### src/hw/rtl/hdlf_pkg.sv
package hdlf_pkg;

  localparam int unsigned LINE_BYTES = 16;
  localparam int unsigned POS_W      = $clog2(LINE_BYTES);
  localparam int unsigned HALF_POS   = LINE_BYTES / 2;

  localparam logic [7:0] CH_SPACE = 8'h20;
  localparam logic [7:0] CH_BAR   = 8'h7c;
  localparam logic [7:0] CH_DOT   = 8'h2e;
  localparam logic [7:0] CH_NL    = 8'h0a;

  // register index decoded from paddr[2]
  localparam logic REG_SKIP  = 1'b0;
  localparam logic REG_LIMIT = 1'b1;

  typedef struct packed {
    logic [31:0] skip_count;
    logic [31:0] dump_limit;
    logic        skip_load;
    logic [31:0] skip_load_val;
  } cfg_t;

  typedef struct packed {
    logic             wr_en;
    logic [POS_W-1:0] wr_addr;
    logic [7:0]       wr_data;
    logic             rd_en;
    logic [POS_W-1:0] rd_addr;
  } mem_req_t;

  function automatic logic [7:0] hex_digit(input logic [3:0] v);
    logic [7:0] r;
    if (v < 4'd10) begin
      r = 8'h30 + {4'h0, v};
    end else begin
      r = 8'h57 + {4'h0, v};
    end
    return r;
  endfunction

  function automatic logic [7:0] printable(input logic [7:0] c);
    logic [7:0] r;
    if (c >= 8'h20 && c <= 8'h7e) begin
      r = c;
    end else begin
      r = CH_DOT;
    end
    return r;
  endfunction

endpackage

### src/hw/rtl/hdlf_if.sv
interface hdlf_in_if;
  logic       valid;
  logic       ready;
  logic       action;
  logic [7:0] data_byte;

  modport source(output valid, action, data_byte, input ready);
  modport sink(input valid, action, data_byte, output ready);
endinterface

interface hdlf_out_if;
  logic       valid;
  logic       ready;
  logic [7:0] char0;
  logic [7:0] char1;
  logic [7:0] char2;
  logic [7:0] char3;
  logic [2:0] char_count;
  logic       last;

  modport source(output valid, char0, char1, char2, char3, char_count, last, input ready);
  modport sink(input valid, char0, char1, char2, char3, char_count, last, output ready);
endinterface

### src/hw/rtl/hdlf_apb_regs.sv
module hdlf_apb_regs (
  input  logic                clk_i,
  input  logic                rst_ni,
  input  logic                psel,
  input  logic                penable,
  input  logic                pwrite,
  input  logic [2:0]          paddr,
  input  logic [31:0]         pwdata,
  output logic [31:0]         prdata,
  output logic                pready,
  output hdlf_pkg::cfg_t      cfg_o
);

  logic [31:0] skip_q, skip_d;
  logic [31:0] limit_q, limit_d;
  logic        wr;

  assign wr     = psel && penable && pwrite;
  assign pready = 1'b1;

  always_comb begin
    skip_d  = skip_q;
    limit_d = limit_q;
    if (wr) begin
      if (paddr[2] == hdlf_pkg::REG_SKIP) begin
        skip_d = pwdata;
      end else begin
        limit_d = pwdata;
      end
    end
  end

  always_ff @(posedge clk_i or negedge rst_ni) begin
    if (!rst_ni) begin
      skip_q  <= '0;
      limit_q <= '0;
    end else begin
      skip_q  <= skip_d;
      limit_q <= limit_d;
    end
  end

  assign prdata = (paddr[2] == hdlf_pkg::REG_SKIP) ? skip_q : limit_q;

  assign cfg_o.skip_count    = skip_q;
  assign cfg_o.dump_limit    = limit_q;
  assign cfg_o.skip_load     = wr && (paddr[2] == hdlf_pkg::REG_SKIP);
  assign cfg_o.skip_load_val = pwdata;

endmodule

### src/hw/rtl/hdlf_line_mem.sv
module hdlf_line_mem (
  input  logic                 clk_i,
  input  hdlf_pkg::mem_req_t   req_i,
  output logic [7:0]           rd_data_o
);

  logic [7:0] mem [hdlf_pkg::LINE_BYTES];
  logic [7:0] rd_q;

  // read data holds while no read is issued
  always_ff @(posedge clk_i) begin
    if (req_i.wr_en) begin
      mem[req_i.wr_addr] <= req_i.wr_data;
    end
    if (req_i.rd_en) begin
      rd_q <= mem[req_i.rd_addr];
    end
  end

  assign rd_data_o = rd_q;

endmodule

### src/hw/rtl/hdlf_fmt.sv
module hdlf_fmt (
  input  logic                clk_i,
  input  logic                rst_ni,
  input  hdlf_pkg::cfg_t      cfg_i,
  hdlf_in_if.sink             in_i,
  hdlf_out_if.source          out_o,
  output hdlf_pkg::mem_req_t  mem_req_o,
  input  logic [7:0]          mem_rd_i
);

  localparam int unsigned PW = hdlf_pkg::POS_W;

  typedef enum logic [2:0] {
    ST_IDLE,
    ST_HDR,
    ST_CELL,
    ST_TRL_OPEN,
    ST_TRL_BODY,
    ST_TRL_CLOSE
  } st_e;

  st_e         st_q, st_d;
  logic [3:0]  idx_q, idx_d;
  logic [PW-1:0] pos_q, pos_d;
  logic        pad_q, pad_d;
  logic        trl_q, trl_d;
  logic [PW:0] blank_q, blank_d;
  logic [7:0]  byte_q, byte_d;
  logic [31:0] addr_q, addr_d;

  logic [PW-1:0] line_pos_q, line_pos_d;
  logic [31:0] addr_cnt_q, addr_cnt_d;
  logic [31:0] skipped_q, skipped_d;
  logic [31:0] dumped_q, dumped_d;

  logic [7:0]  pk_q [3];
  logic [7:0]  pk_d [3];
  logic [1:0]  pk_cnt_q, pk_cnt_d;

  logic        o_valid_q, o_valid_d;
  logic [7:0]  o_ch_q [4];
  logic [7:0]  o_ch_d [4];
  logic [2:0]  o_cnt_q, o_cnt_d;
  logic        o_last_q, o_last_d;

  logic        active, fin, emit, out_free, adv, cell_end, half;
  logic [3:0]  lead;
  logic [3:0]  nib;
  logic [7:0]  ch;
  logic        accept;

  assign accept     = in_i.valid && in_i.ready;
  assign in_i.ready = (st_q == ST_IDLE);

  always_comb begin
    ch       = hdlf_pkg::CH_SPACE;
    fin      = 1'b0;
    cell_end = 1'b0;
    half     = (pos_q == PW'(hdlf_pkg::HALF_POS));
    lead     = half ? 4'd2 : 4'd1;
    nib      = 4'(addr_q >> {~idx_q[2:0], 2'b00});
    case (st_q)
      ST_HDR: begin
        if (idx_q < 4'd8) begin
          ch = hdlf_pkg::hex_digit(nib);
        end
      end
      ST_CELL: begin
        cell_end = (idx_q == (half ? 4'd3 : 4'd2));
        if (!pad_q && idx_q >= lead) begin
          ch = hdlf_pkg::hex_digit((idx_q == lead) ? byte_q[7:4] : byte_q[3:0]);
        end
        fin = cell_end && !pad_q && !trl_q;
      end
      ST_TRL_OPEN: begin
        if (idx_q == 4'd2) begin
          ch = hdlf_pkg::CH_BAR;
        end
      end
      ST_TRL_BODY: begin
        // padded positions show blanks
        if ({1'b0, idx_q[PW-1:0]} < blank_q) begin
          ch = hdlf_pkg::printable(mem_rd_i);
        end
      end
      ST_TRL_CLOSE: begin
        ch  = (idx_q == 4'd0) ? hdlf_pkg::CH_BAR : hdlf_pkg::CH_NL;
        fin = (idx_q == 4'd1);
      end
      default: begin
        ch = hdlf_pkg::CH_SPACE;
      end
    endcase
  end

  assign active   = (st_q != ST_IDLE);
  assign emit     = active && (pk_cnt_q == 2'd3 || fin);
  assign out_free = !o_valid_q || out_o.ready;
  assign adv      = active && (!emit || out_free);

  always_comb begin
    st_d       = st_q;
    idx_d      = idx_q;
    pos_d      = pos_q;
    pad_d      = pad_q;
    trl_d      = trl_q;
    blank_d    = blank_q;
    byte_d     = byte_q;
    addr_d     = addr_q;
    line_pos_d = line_pos_q;
    addr_cnt_d = addr_cnt_q;
    skipped_d  = skipped_q;
    dumped_d   = dumped_q;
    pk_d       = pk_q;
    pk_cnt_d   = pk_cnt_q;
    o_valid_d  = o_valid_q;
    o_ch_d     = o_ch_q;
    o_cnt_d    = o_cnt_q;
    o_last_d   = o_last_q;

    mem_req_o.wr_en   = 1'b0;
    mem_req_o.wr_addr = line_pos_q;
    mem_req_o.wr_data = in_i.data_byte;
    mem_req_o.rd_en   = 1'b0;
    mem_req_o.rd_addr = (st_q == ST_TRL_OPEN) ? '0 : idx_q[PW-1:0] + PW'(1);

    if (cfg_i.skip_load) begin
      addr_cnt_d = cfg_i.skip_load_val;
    end

    if (accept) begin
      if (in_i.action) begin
        if (line_pos_q != '0) begin
          st_d    = ST_CELL;
          idx_d   = '0;
          pos_d   = line_pos_q;
          pad_d   = 1'b1;
          trl_d   = 1'b1;
          blank_d = {1'b0, line_pos_q};
        end
        line_pos_d = '0;
        skipped_d  = '0;
        dumped_d   = '0;
        addr_cnt_d = cfg_i.skip_count;
      end else if (skipped_q < cfg_i.skip_count) begin
        skipped_d = skipped_q + 32'd1;
      end else if (cfg_i.dump_limit == '0 || dumped_q < cfg_i.dump_limit) begin
        mem_req_o.wr_en = 1'b1;
        st_d       = (line_pos_q == '0) ? ST_HDR : ST_CELL;
        idx_d      = '0;
        pos_d      = line_pos_q;
        pad_d      = 1'b0;
        trl_d      = (line_pos_q == PW'(hdlf_pkg::LINE_BYTES - 1));
        blank_d    = (PW + 1)'(hdlf_pkg::LINE_BYTES);
        byte_d     = in_i.data_byte;
        addr_d     = addr_cnt_q;
        line_pos_d = line_pos_q + PW'(1);
        addr_cnt_d = addr_cnt_q + 32'd1;
        if (dumped_q != '1) begin
          dumped_d = dumped_q + 32'd1;
        end
      end
    end

    if (o_valid_q && out_o.ready) begin
      o_valid_d = 1'b0;
    end

    if (adv) begin
      // pack the character
      if (emit) begin
        o_valid_d = 1'b1;
        for (int j = 0; j < 3; j++) begin
          if (2'(j) < pk_cnt_q) begin
            o_ch_d[j] = pk_q[j];
          end else if (2'(j) == pk_cnt_q) begin
            o_ch_d[j] = ch;
          end else begin
            o_ch_d[j] = 8'h00;
          end
        end
        o_ch_d[3] = (pk_cnt_q == 2'd3) ? ch : 8'h00;
        o_cnt_d   = {1'b0, pk_cnt_q} + 3'd1;
        o_last_d  = fin;
        pk_cnt_d  = '0;
      end else begin
        pk_d[pk_cnt_q] = ch;
        pk_cnt_d       = pk_cnt_q + 2'd1;
      end

      // step the sequencer
      case (st_q)
        ST_HDR: begin
          if (idx_q == 4'd8) begin
            st_d  = ST_CELL;
            idx_d = '0;
          end else begin
            idx_d = idx_q + 4'd1;
          end
        end
        ST_CELL: begin
          if (cell_end) begin
            idx_d = '0;
            if (pad_q && pos_q != PW'(hdlf_pkg::LINE_BYTES - 1)) begin
              pos_d = pos_q + PW'(1);
            end else if (trl_q) begin
              st_d = ST_TRL_OPEN;
            end else begin
              st_d = ST_IDLE;
            end
          end else begin
            idx_d = idx_q + 4'd1;
          end
        end
        ST_TRL_OPEN: begin
          if (idx_q == 4'd2) begin
            mem_req_o.rd_en = 1'b1;
            st_d  = ST_TRL_BODY;
            idx_d = '0;
          end else begin
            idx_d = idx_q + 4'd1;
          end
        end
        ST_TRL_BODY: begin
          if (idx_q == 4'(hdlf_pkg::LINE_BYTES - 1)) begin
            st_d  = ST_TRL_CLOSE;
            idx_d = '0;
          end else begin
            mem_req_o.rd_en = 1'b1;
            idx_d = idx_q + 4'd1;
          end
        end
        ST_TRL_CLOSE: begin
          if (idx_q == 4'd1) begin
            st_d = ST_IDLE;
          end else begin
            idx_d = idx_q + 4'd1;
          end
        end
        default: begin
          st_d = ST_IDLE;
        end
      endcase
    end
  end

  always_ff @(posedge clk_i or negedge rst_ni) begin
    if (!rst_ni) begin
      st_q       <= ST_IDLE;
      idx_q      <= '0;
      pos_q      <= '0;
      pad_q      <= 1'b0;
      trl_q      <= 1'b0;
      blank_q    <= '0;
      line_pos_q <= '0;
      addr_cnt_q <= '0;
      skipped_q  <= '0;
      dumped_q   <= '0;
      pk_cnt_q   <= '0;
      o_valid_q  <= 1'b0;
    end else begin
      st_q       <= st_d;
      idx_q      <= idx_d;
      pos_q      <= pos_d;
      pad_q      <= pad_d;
      trl_q      <= trl_d;
      blank_q    <= blank_d;
      line_pos_q <= line_pos_d;
      addr_cnt_q <= addr_cnt_d;
      skipped_q  <= skipped_d;
      dumped_q   <= dumped_d;
      pk_cnt_q   <= pk_cnt_d;
      o_valid_q  <= o_valid_d;
    end
  end

  always_ff @(posedge clk_i) begin
    byte_q   <= byte_d;
    addr_q   <= addr_d;
    pk_q     <= pk_d;
    o_ch_q   <= o_ch_d;
    o_cnt_q  <= o_cnt_d;
    o_last_q <= o_last_d;
  end

  assign out_o.valid      = o_valid_q;
  assign out_o.char0      = o_ch_q[0];
  assign out_o.char1      = o_ch_q[1];
  assign out_o.char2      = o_ch_q[2];
  assign out_o.char3      = o_ch_q[3];
  assign out_o.char_count = o_cnt_q;
  assign out_o.last       = o_last_q;

  a_idle_packer_empty: assert property (@(posedge clk_i) disable iff (!rst_ni)
    (st_q == ST_IDLE) |-> (pk_cnt_q == 2'd0))
    else $error("packer holds characters while idle");

  a_out_count_range: assert property (@(posedge clk_i) disable iff (!rst_ni)
    o_valid_q |-> (o_cnt_q != 3'd0 && o_cnt_q <= 3'd4))
    else $error("result character count out of range");

  a_read_in_trailer: assert property (@(posedge clk_i) disable iff (!rst_ni)
    mem_req_o.rd_en |-> (st_q == ST_TRL_OPEN || st_q == ST_TRL_BODY))
    else $error("line memory read outside trailer");

  a_write_on_accept: assert property (@(posedge clk_i) disable iff (!rst_ni)
    mem_req_o.wr_en |-> (accept && st_q == ST_IDLE && !in_i.action))
    else $error("line memory write without a data request");

  a_short_only_last: assert property (@(posedge clk_i) disable iff (!rst_ni)
    (o_valid_q && o_cnt_q != 3'd4) |-> o_last_q)
    else $error("short result that is not the last");

endmodule

### src/hw/rtl/hex_dump_line_formatter.sv
// output: characters are packed four to a word; a word is registered once the packer holds
//   four characters or at the last character of the request
// throughput: one character a cycle while the output is not stalled; the next request is
//   taken the cycle after the last character; a request makes 3 characters for a mid-line
//   byte (4 at the half), 12 with a line header, 24 with a trailer; one with no text keeps it idle
// reset: async active low; clears config, counters, sequencer; keeps line memory and data
module hex_dump_line_formatter (
  input  logic        clk_i,
  input  logic        rst_ni,
  hdlf_in_if.sink     in_i,
  hdlf_out_if.source  out_o,
  input  logic        psel,
  input  logic        penable,
  input  logic        pwrite,
  input  logic [2:0]  paddr,
  input  logic [31:0] pwdata,
  output logic [31:0] prdata,
  output logic        pready
);

  hdlf_pkg::cfg_t     cfg;
  hdlf_pkg::mem_req_t mem_req;
  logic [7:0]         mem_rd;

  hdlf_apb_regs u_regs (
    .clk_i   (clk_i),
    .rst_ni  (rst_ni),
    .psel    (psel),
    .penable (penable),
    .pwrite  (pwrite),
    .paddr   (paddr),
    .pwdata  (pwdata),
    .prdata  (prdata),
    .pready  (pready),
    .cfg_o   (cfg)
  );

  hdlf_line_mem u_mem (
    .clk_i     (clk_i),
    .req_i     (mem_req),
    .rd_data_o (mem_rd)
  );

  hdlf_fmt u_fmt (
    .clk_i     (clk_i),
    .rst_ni    (rst_ni),
    .cfg_i     (cfg),
    .in_i      (in_i),
    .out_o     (out_o),
    .mem_req_o (mem_req),
    .mem_rd_i  (mem_rd)
  );

endmodule

### src/flat_wrapper.sv
// flat-port wrapper written by rule: the top's interface ports become plain ports
module hex_dump_line_formatter_flat 
  (clk_i, rst_ni, psel, penable, pwrite, paddr, pwdata, prdata, pready, in_i_valid, in_i_action, in_i_data_byte, in_i_ready, out_o_valid, out_o_char0, out_o_char1, out_o_char2, out_o_char3, out_o_char_count, out_o_last, out_o_ready);
  hdlf_in_if in_i_i ();
  hdlf_out_if out_o_i ();
  input  logic clk_i;
  input  logic rst_ni;
  input  logic psel;
  input  logic penable;
  input  logic pwrite;
  input  logic [2:0] paddr;
  input  logic [31:0] pwdata;
  output logic [31:0] prdata;
  output logic pready;
  input wire logic [$bits(in_i_i.valid)-1:0] in_i_valid;
  input wire logic [$bits(in_i_i.action)-1:0] in_i_action;
  input wire logic [$bits(in_i_i.data_byte)-1:0] in_i_data_byte;
  output wire logic [$bits(in_i_i.ready)-1:0] in_i_ready;
  output wire logic [$bits(out_o_i.valid)-1:0] out_o_valid;
  output wire logic [$bits(out_o_i.char0)-1:0] out_o_char0;
  output wire logic [$bits(out_o_i.char1)-1:0] out_o_char1;
  output wire logic [$bits(out_o_i.char2)-1:0] out_o_char2;
  output wire logic [$bits(out_o_i.char3)-1:0] out_o_char3;
  output wire logic [$bits(out_o_i.char_count)-1:0] out_o_char_count;
  output wire logic [$bits(out_o_i.last)-1:0] out_o_last;
  input wire logic [$bits(out_o_i.ready)-1:0] out_o_ready;
  assign in_i_i.valid = in_i_valid;
  assign in_i_i.action = in_i_action;
  assign in_i_i.data_byte = in_i_data_byte;
  assign in_i_ready = in_i_i.ready;
  assign out_o_valid = out_o_i.valid;
  assign out_o_char0 = out_o_i.char0;
  assign out_o_char1 = out_o_i.char1;
  assign out_o_char2 = out_o_i.char2;
  assign out_o_char3 = out_o_i.char3;
  assign out_o_char_count = out_o_i.char_count;
  assign out_o_last = out_o_i.last;
  assign out_o_i.ready = out_o_ready;
  hex_dump_line_formatter u_core (.clk_i(clk_i), .rst_ni(rst_ni), .in_i(in_i_i), .out_o(out_o_i), .psel(psel), .penable(penable), .pwrite(pwrite), .paddr(paddr), .pwdata(pwdata), .prdata(prdata), .pready(pready));
endmodule
### config.mk
export PLATFORM = sky130hd
export DESIGN_NAME = hex_dump_line_formatter_flat
export DESIGN_NICKNAME = d
export VERILOG_FILES = /design/src/hw/rtl/hdlf_pkg.sv /design/src/hw/rtl/hdlf_if.sv /design/src/hw/rtl/hdlf_apb_regs.sv /design/src/hw/rtl/hdlf_line_mem.sv /design/src/hw/rtl/hdlf_fmt.sv /design/src/hw/rtl/hex_dump_line_formatter.sv /design/src/flat_wrapper.sv
export SDC_FILE = /design/constraint.sdc
export NUM_CORES = 1
export LEC_CHECK = 0
export BUFFER_PORTS_ARGS = -buffer_cell sky130_fd_sc_hd__buf_2
export CAP_MARGIN = 5
export CORE_MARGIN = 2
export CORE_UTILIZATION = 55
export DETAILED_ROUTE_END_ITERATION = 8
export PLACE_DENSITY_LB_ADDON = 0.15
export SYNTH_ARGS = -nofsm -noshare
export SYNTH_HDL_FRONTEND = slang
export SYNTH_HIERARCHICAL = 1
export SYNTH_SLANG_ARGS = --single-unit
### constraint.sdc
create_clock -name clk_i -period 5.26 [get_ports clk_i]
set_input_delay 0.789 -clock clk_i [delete_from_list [all_inputs] [get_ports clk_i]]
set_output_delay 0.789 -clock clk_i [all_outputs]
set_load 0.05 [all_outputs]
==> results of run 1 <==
==> cells by family after synthesis <==
kind of cell,Yosys count,synth area share (%)
AND/OR/NAND/NOR,499,12.4
flip-flops,421,54.3
AO/OA/AOI/OAI,259,8.28
buffers and inverters,206,4.82
multiplexers,193,12.7
adder cells (fa/ha/maj),84,4.87
XOR/XNOR,64,2.60
other,2,0.0348
==> through the flow <==
stage	cells	hold WS (ns)	cell area (um^2)	utilization, %
2_1_floorplan	1731	0.447	21600	-
3_3_place_gp	2282	0.462	22400	57.9
3_5_place_dp	2282	0.470	22400	57.9
4_1_cts	2359	0.411	23700	61.4
5_1_grt	2359	0.460	23700	61.4
6_report	2359	0.351	23700	61.4
==> worst reg2reg max path: cells and delay by family (launching register included) <==
kind            cells  cell delay, ns
fa+ha+maj           1            0.32
compound gates      2            0.53
simple gates        6            2.33
buf+inv             2            0.27
flops               1            0.44
==> report_power, final <==
part	switching, mW	leakage, nW	internal [mW]	total, mW
clock network	1.26	0.657	1.66	2.91
logic	1.16	4.32	0.830	1.99
registers	0.377	4.50	3.80	4.18
total	2.80	9.48	6.29	9.08
==> cells in the final DEF, fill, tap and decap left out, types with 19 or more instances in the layout <==
| master | n |
|---|---|
| edfxtp_1 | 236 |
| buf_2 | 117 |
| nor2_1 | 91 |
| nand2_1 | 129 |
| inv_1 | 92 |
| clkbuf_16 | 45 |
| o21ai_0 | 58 |
| and3_1 | 28 |
| xor2_1 | 19 |
| a22oi_1 | 20 |
| xnor2_1 | 45 |
| mux2_2 | 79 |
| nand2b_1 | 21 |
| ha_1 | 84 |
| mux2i_1 | 43 |
| buf_4 | 26 |
| a21oi_1 | 58 |
| and2_1 | 19 |
| nand3_1 | 46 |
| nor3_1 | 25 |
| or3_1 | 22 |
| mux2_4 | 29 |
| nand4_1 | 33 |
| dfrtp_1 | 185 |
| mux4_2 | 26 |
==> cell type report <==
class	count	area (um^2)
fillers	3051	14900
flip-flops and latches	421	11700
multi-input cells	1104	8840
clock buffers	59	1210
repair buffers	146	835
well taps	518	648
inverters	93	349
clock inverters	18	115
==> registers in the layout (all words and copies together), names as in the netlist, 2 cells and up <==
signal                         flops
u_core/u_fmt/addr_cnt_q           32
u_core/u_fmt/addr_q               32
u_core/u_fmt/blank_q               5
u_core/u_fmt/byte_q                8
u_core/u_fmt/dumped_q             32
u_core/u_fmt/idx_q                 4
u_core/u_fmt/line_pos_q            4
u_core/u_fmt/out_o.char0           8
u_core/u_fmt/out_o.char1           8
u_core/u_fmt/out_o.char2           8
u_core/u_fmt/out_o.char3           8
u_core/u_fmt/out_o.char_count      3
u_core/u_fmt/pk_cnt_q              2
u_core/u_fmt/pk_q                 24
u_core/u_fmt/pos_q                 4
u_core/u_fmt/skipped_q            32
u_core/u_fmt/st_q                  3
u_core/u_mem/mem                 128
u_core/u_mem/rd_data_o             8
u_core/u_regs/limit_q             32
u_core/u_regs/skip_q              32
==> layer usage <==
metal	part of all wire [%]	vias up	wire length, um	track usage [%]
met5	0	-	0	0
met4	3.0	0	1530	8.72
met3	5.6	97	2930	3.87
met2	49	445	25300	43.3
met1	43	7031	22000	34.4
li1	-	6588	-	-
==> how the worst max path moves through the flow <==
stage,endpoint,depth (start not counted)
after floorplan,u_core/u_fmt/out_o.char0[0],7
after detailed placement,u_core/u_mem/mem[2][3],11
after global routing,u_core/u_mem/mem[2][4],11
final,u_core/u_mem/mem[2][4],11
after CTS,u_core/u_mem/mem[2][6],11
after global placement,u_core/u_mem/mem[1][4],11
==> flow_summary.toml, run 1 <==
[finish]
layout-drive-gt1-share_pct = 20.5
area_delta_synth_final_pct = 9.99
n_antenna_cell = 0
nets = 1945

[cts]
cts.reportedPaths.clkPinSlew_ns = 0.06
clockBufferDepth = 3
cts_made_buffers = 44
holdBufCountCts = 0
insertion_delay_ns = 0.57
root_buffer = "clkbuf_16"
cts_tree = "done"
cts_setup_buffers = 0
htree_levels = 2
cts_sinks = 421
cts_resized = 0

[global_route]
grt_pass1_wl_um = 81000
grt_pass1_vias = 14300
grt_usage_pct = 25.7
antenna_found_initial = 0
grt_max_degree = 122
grt-ovfl-total = 0

[floorplan]
die_width_um = 202
die_area_um2 = 40800
start_util_pct = 55.8
core_um2 = 38600
rows = 72
ios = 122
die_h_um = 202

[place]
hpwl_um = 35800
gp_congestion = 0.898
post-place-ws_ns = 1.02
io_buffers = 118

[setup_path]
rrSetupSlack_ns = 1.00
cp_slowest_stage_delay_ns = 0.64
crit_type = "register to register"
worstPathMaxFanout = 8
cp-end-kind = "register"
path_buf_inv = 2
crit_slowest_cell = "nor4_2"
r2r_start = "u_core/u_regs/skip_q[27]"
critPathLaunch = "u_core/u_regs/skip_q[27]"
crit_required_ns = 5.45
cp_cell_sequence = "inv_1 > ha_1 > nand4_1 > nor4_2 > nand4_1 > o2bb2ai_2 > o21a_1 > nand3_1 > inv_1 > or3b_2 > nor2_1"
path_delay_family = "simple AND/OR/NAND/NOR gates"
r2r_end = "u_core/u_mem/mem[2][4]"
reg2reg_depth = 11
crit_arrival_ns = 4.45
crit_path_start_kind = "register"

[yosys]
synthArstFlopShare_pct = 43.9
ys_types = 86
synth_area_leaders = "edfxtp_1 33%, dfrtp_1 21%, ha_1 4.9%"
yosysTopAreaCellShare_pct = 32.9
syn-cell-area_um2 = 21600
synth_warnings = 6
synth.most_common_cell = "edfxtp_1"
syn_area_per_cell_um2 = 12.5
synthCells = 1728
postSynthRegisterBits = 421
ys_seq_area_share_pct = 54.3
synthFlopType = "edfxtp_1"
synth-edff-count = 236
synth_common_cells = "236 x edfxtp_1, 185 x dfrtp_1, 129 x nand2_1, 94 x nor2_1, 92 x inv_1"
synth_top_cell_by_area = "edfxtp_1"

[hold_path]
hold_path_class = "input port to async pin"

[routing]
vias = 14200
drt_first_pass_iters = 5
drt_wl_total_um = 51800
initialDrtViolationCount = 1000
wl_per_cell_um = 22.0
drt-vias-per-instance = 6.00
antenna_left = 0
drc = 0

[power_and_ir_drop]
leakagePower_nw = 9.48
vdd_drop_max_v = 0.000310
powerDensity_nw_per_um2 = 383
p_total_mw = 9.08

[timing]
hold_viol = 0
max_slew.worst_pin.slew_ns = 1.20
final.setup.tns_ns = 0
setup_viol = 0
drv_slew = 0
period_share_pct = 80.9
clock_skew_ns = 0.0136
rsz0062_at_grt = "false"
finalWorstSetupSlack_ns = 1.00
fmax_mhz = 235
max_slew_margin_pct = 19.4
period_needed_ns = 4.26

[flow_run]
drv_cap = 0

[run_status]
status = "finished, final reports clean"
No activity file was read; power rests on OpenSTA's default activity.
==> inputs of run 2 (changes only) <==
==> constraint.sdc (replaced) <==
create_clock -name clk_i -period 3.95 [get_ports clk_i]
set_input_delay 0.5925 -clock clk_i [delete_from_list [all_inputs] [get_ports clk_i]]
set_output_delay 0.5925 -clock clk_i [all_outputs]
set_load 0.05 [all_outputs]
==> run 2 against run 1 <==
Compared with the run above:
- core utilization is 0.95 points higher
- register-to-register slack worse by 0.75 ns
- via count is 0.92% higher
- wire length is 0.47% higher
- clock power is 47% higher
- sequential cell count stayed put
- clock skew is 0.011 ns higher
- global-route usage is 0.51 points higher
==> flow_summary.toml, run 2 (synthesized netlist as in run 1, its figures left out) <==
[setup_path]
crit_slowest_cell = "or3b_2"
crit_arrival_ns = 3.96
path_delay_family = "simple AND/OR/NAND/NOR gates"
critPathLaunch = "u_core/u_regs/skip_q[27]"
r2r_start = "u_core/u_regs/skip_q[27]"
crit_type = "register to register"
cp_cell_sequence = "inv_1 > ha_1 > nand4_1 > nor4_4 > nand4_1 > o2bb2ai_2 > o21a_1 > nand3_1 > inv_1 > or3b_2 > nor3_1 > buf_4"
cp-end-kind = "register"
cp_num_cells = 12
crit_required_ns = 4.22
path_buf_inv = 3
worstPathMaxFanout = 8
reg2reg_depth = 12
crit_path_start_kind = "register"
cp_slowest_stage_delay_ns = 0.50

[power_and_ir_drop]
p_clk_share_pct = 34.2
seqPwrFrac_pct = 44.2
p_comb_share_pct = 21.6
powerDensity_nw_per_um2 = 520
power.switching_mw = 3.82
vdd_drop_max_v = 0.000338
p_total_mw = 12.5
power.internal_mw = 8.71
leakagePower_nw = 9.68
p_sw_share_pct = 30.5

[timing]
setup_viol = 0
rsz0062_at_grt = "false"
max_slew.worst_pin.slew_ns = 1.15
final.setup.tns_ns = 0
fmax_mhz = 271
hold_ws_ns = 0.141
drv_slew = 0
hold_viol = 0
max_slew_margin_pct = 22.0
period_share_pct = 93.5
period_needed_ns = 3.69
clock_skew_ns = 0.0251

[finish]
top_register = "u_core/u_mem/mem"
layout-drive-gt1-share_pct = 21.7
nets = 1966
area_delta_synth_final_pct = 11.7
seqCellArea_um2 = 11700
largest_register_ffs = 128
layout_common_cells = "236 x edfxtp_1, 185 x dfrtp_1, 129 x nand2_1"
final_common_cell = "edfxtp_1"
n_antenna_cell = 0
n_fill_cell = 2989
multiInputGateArea_um2 = 8860

[place]
hpwl_um = 36300
io_buffers = 118
gp_congestion = 0.854

[routing]
drt_wl_total_um = 52000
wl_per_cell_um = 21.8
drc = 0
drt_first_pass_iters = 7
vias = 14300
drt-vias-per-instance = 5.99
antenna_left = 0
initialDrtViolationCount = 1060

[cts]
root_buffer = "clkbuf_16"
holdBufCountCts = 0
clockBufferDepth = 3
cts.reportedPaths.clkPinSlew_ns = 0.07
cts_sinks = 421
htree_levels = 2
insertion_delay_ns = 0.59
cts_made_buffers = 45
cts_tree = "done"

[global_route]
grt-ovfl-total = 0
grt_pass1_wl_um = 83300
grt_pass1_vias = 14700
grt_max_degree = 107
grt_usage_pct = 26.2
antenna_found_initial = 0

[floorplan]
die_width_um = 202
die_h_um = 202
rows = 72
start_util_pct = 55.8
core_um2 = 38600
die_area_um2 = 40800
ios = 122

[flow_run]
drv_cap = 0

[run_status]
status = "finished, final reports clean"

[hold_path]
hold_path_class = "input port to async pin"
==> run 2: cell types whose count changed in the layout (fill, tap and decap cells not counted), moves of 2 or more <==
cell        delta
clkinvlp_4     +3
clkbuf_16      +4
bufinv_16      +2
buf_4         +17
buf_12         +2
clkinv_2       -4
==> run 2: stage by stage <==
step	setup WS (ns)	utilization, %	cells	instance area, um^2
floorplan	0.157	-	1731	21600
global placement	0.235	58.4	2301	22600
detailed placement	0.167	58.4	2301	22600
CTS	0.129	62.3	2383	24100
global route	0.0392	62.3	2384	24100
finish	0.258	62.3	2384	24100
==> run 2: worst paths after layout <==
check	end	slack, ns
worst min register to register	u_core/u_fmt/blank_q[4]	0.49
min in group clk_i	u_core/u_regs/skip_q[25]	0.29
max in group asynchronous	u_core/u_fmt/pk_cnt_q[1]	2.90
worst max-delay path	u_core/u_mem/mem[0][5]	0.26
worst min-delay path	u_core/u_regs/skip_q[5]	0.14
worst max register to register	u_core/u_mem/mem[0][5]	0.26
==> run 2: repair_timing <==
item                                    CTS  global route
endpoints found under the setup margin    0             8
setup buffers                             0             0
endpoints found under the hold margin     0             0
gates resized for setup                   0             1
==> run 2: final cells by class <==
class / instances / share of cell area, %
Clock buffer: 63 / 5.48
Inverter: 93 / 1.45
Clock inverter: 19 / 0.759
Timing Repair Buffer: 166 / 4.18
Sequential cell: 421 / 48.7
Multi-Input combinational cell: 1104 / 36.8
Tap cell: 518 / 2.69
==> run 2: power groups by stage <==
| stage | logic (mW) | registers, mW | clock network [mW] |
|---|---|---|---|
| after floorplan | 2.04 | 5.49 | 0 |
| after global placement | 2.64 | 5.60 | 0 |
| after detailed placement | 2.71 | 5.61 | 0 |
| after CTS | 2.72 | 5.53 | 4.37 |
| after global routing | 2.96 | 5.59 | 4.51 |
| final | 2.71 | 5.54 | 4.29 |
==> run 2: routing by layer <==
layer | vias up | global-route usage, % | wire length (um)
met5 | - | 0 | 0
met1 | 7080 | 35.1 | 22300
met2 | 479 | 44.7 | 25700
met4 | 0 | 8.74 | 1350
met3 | 98 | 3.18 | 2670
li1 | 6634 | - | -
==> inputs of run 3 (changes only) <==
--- a/config.mk
+++ b/config.mk
@@ -9,6 +9,7 @@
 export CAP_MARGIN = 5
 export CORE_MARGIN = 2
 export CORE_UTILIZATION = 55
+export CTS_BUF_LIST = sky130_fd_sc_hd__clkbuf_16
 export DETAILED_ROUTE_END_ITERATION = 8
 export PLACE_DENSITY_LB_ADDON = 0.15
 export SYNTH_ARGS = -nofsm -noshare
==> run 3 against run 2 <==
Compared with the run above:
- sequential share of layout area rose by 0.081 points
- critical path depth did not move
- die area did not move
- non-clock buffer count did not move
- power fell by 0.85%
==> flow_summary.toml, run 3 (synthesized netlist as in run 1, its figures left out) <==
[routing]
drt_wl_total_um = 52200
initialDrtViolationCount = 1023
wl_per_cell_um = 21.9
antenna_left = 0
drc = 0
drt-vias-per-instance = 6.02
vias = 14400
drt_first_pass_iters = 7

[floorplan]
die_h_um = 202
start_util_pct = 55.8
rows = 72
core_um2 = 38600
die_width_um = 202
ios = 122
die_area_um2 = 40800

[flow_run]
drv_cap = 0

[finish]
nets = 1966
final_common_cell = "edfxtp_1"
multiInputGateArea_um2 = 8860
area_delta_synth_final_pct = 11.5
seqCellArea_um2 = 11700
design_area_um2 = 24000
top_register = "u_core/u_mem/mem"
layout-drive-gt1-share_pct = 21.5
n_fill_cell = 2998
layout_common_cells = "236 x edfxtp_1, 185 x dfrtp_1, 129 x nand2_1"
n_antenna_cell = 0
largest_register_ffs = 128

[global_route]
antenna_found_initial = 0
grt_pass1_vias = 14700
grt_usage_pct = 26.2
grt_pass1_wl_um = 83300
grt_max_degree = 107
grt-ovfl-total = 0

[timing]
drv_slew = 0
hold_viol = 0
period_needed_ns = 3.69
setup_viol = 0
clock_skew_ns = 0.0159
final.setup.tns_ns = 0
rsz0062_at_grt = "false"
period_share_pct = 93.3
fmax_mhz = 271
max_slew_margin_pct = 21.6
max_slew.worst_pin.slew_ns = 1.16

[run_status]
status = "finished, final reports clean"

[setup_path]
crit_path_start_kind = "register"
crit_type = "register to register"
cp-end-kind = "register"
crit_arrival_ns = 3.96
crit_required_ns = 4.22
worstPathMaxFanout = 8

[cts]
cts.reportedPaths.clkPinSlew_ns = 0.07
cts_made_buffers = 45
htree_levels = 2
cts_tree = "done"
cts_sinks = 421
cts_resized = 0
cts_setup_buffers = 0
clockBufferDepth = 3
root_buffer = "clkbuf_16"
insertion_delay_ns = 0.58
holdBufCountCts = 0

[place]
gp_congestion = 0.854
hpwl_um = 36300
io_buffers = 118
placed_cell_area_um2 = 22600

[hold_path]
hold_path_class = "input port to async pin"

[power_and_ir_drop]
leakagePower_nw = 9.70
powerDensity_nw_per_um2 = 517
vdd_drop_max_v = 0.000338
==> run 3: changes by cell type in the layout (fill, tap and decap cells not counted) <==
cell      delta
clkbuf_1    -10
clkbuf_8     -4
clkinv_1     +4
inv_1       +10
==> run 3: cell type report <==
cell class | count | share of cell area (%)
timing repair buffer | 166 | 4.19
inverter | 93 | 1.45
multi-input combinational | 1104 | 36.8
clock inverter | 33 | 0.979
sequential | 421 | 48.7
tap | 518 | 2.70
clock buffer | 49 | 5.10
==> run 3: final timing paths <==
kind | endpoint | cells after the start | startpoint | slack [ns]
worst max-delay path | u_core/u_mem/mem[0][7] | 12 | u_core/u_regs/skip_q[27] | 0.26
worst min-delay path | u_core/u_regs/skip_q[5] | 1 | rst_ni | 0.15
worst max register to register | u_core/u_mem/mem[0][7] | 12 | u_core/u_regs/skip_q[27] | 0.26
worst min register to register | u_core/u_fmt/blank_q[4] | 2 | u_core/u_fmt/blank_q[4] | 0.49
max in group asynchronous | u_core/u_fmt/addr_cnt_q[6] | 2 | rst_ni | 2.91
min in group clk_i | u_core/u_regs/skip_q[25] | 2 | pwdata[25] | 0.29
==> run 3: metal layers <==
layer,vias to the layer above,wire [um],GRT usage (%)
met4,0,1350,8.67
met5,-,0,0
met2,474,25800,44.7
met1,7145,22400,35.1
met3,98,2600,3.14
li1,6639,-,-
==> run 3: stage by stage <==
step | setup slack (ns) | hold slack [ns] | total power [mW] | std cells | util, %
finish | 0.264 | 0.146 | 12.4 | 2384 | 62.2
global route | 0.0392 | 0.208 | 13.0 | 2384 | 62.2
CTS | 0.129 | 0.181 | 12.5 | 2383 | 62.2
detailed placement | 0.167 | 0.472 | 8.32 | 2301 | 58.4
global placement | 0.235 | 0.465 | 8.24 | 2301 | 58.4
floorplan | 0.157 | 0.297 | 7.53 | 1731 | -
==> run 3: where the power goes <==
| group | internal [mW] | total [mW] | switching, mW |
|---|---|---|---|
| clock | 2.43 | 4.18 | 1.75 |
| combinational | 1.12 | 2.71 | 1.59 |
| sequential | 5.06 | 5.54 | 0.476 |
==> run 3: critical path, stage by stage (launching register included) <==
cell	delay, ns
dfrtp_1	0.41
inv_1	0.06
ha_1	0.31
nand4_1	0.23
nor4_4	0.45
nand4_1	0.17
o2bb2ai_2	0.29
o21a_1	0.17
nand3_1	0.23
inv_1	0.18
or3b_2	0.51
nor3_1	0.15
buf_4	0.21
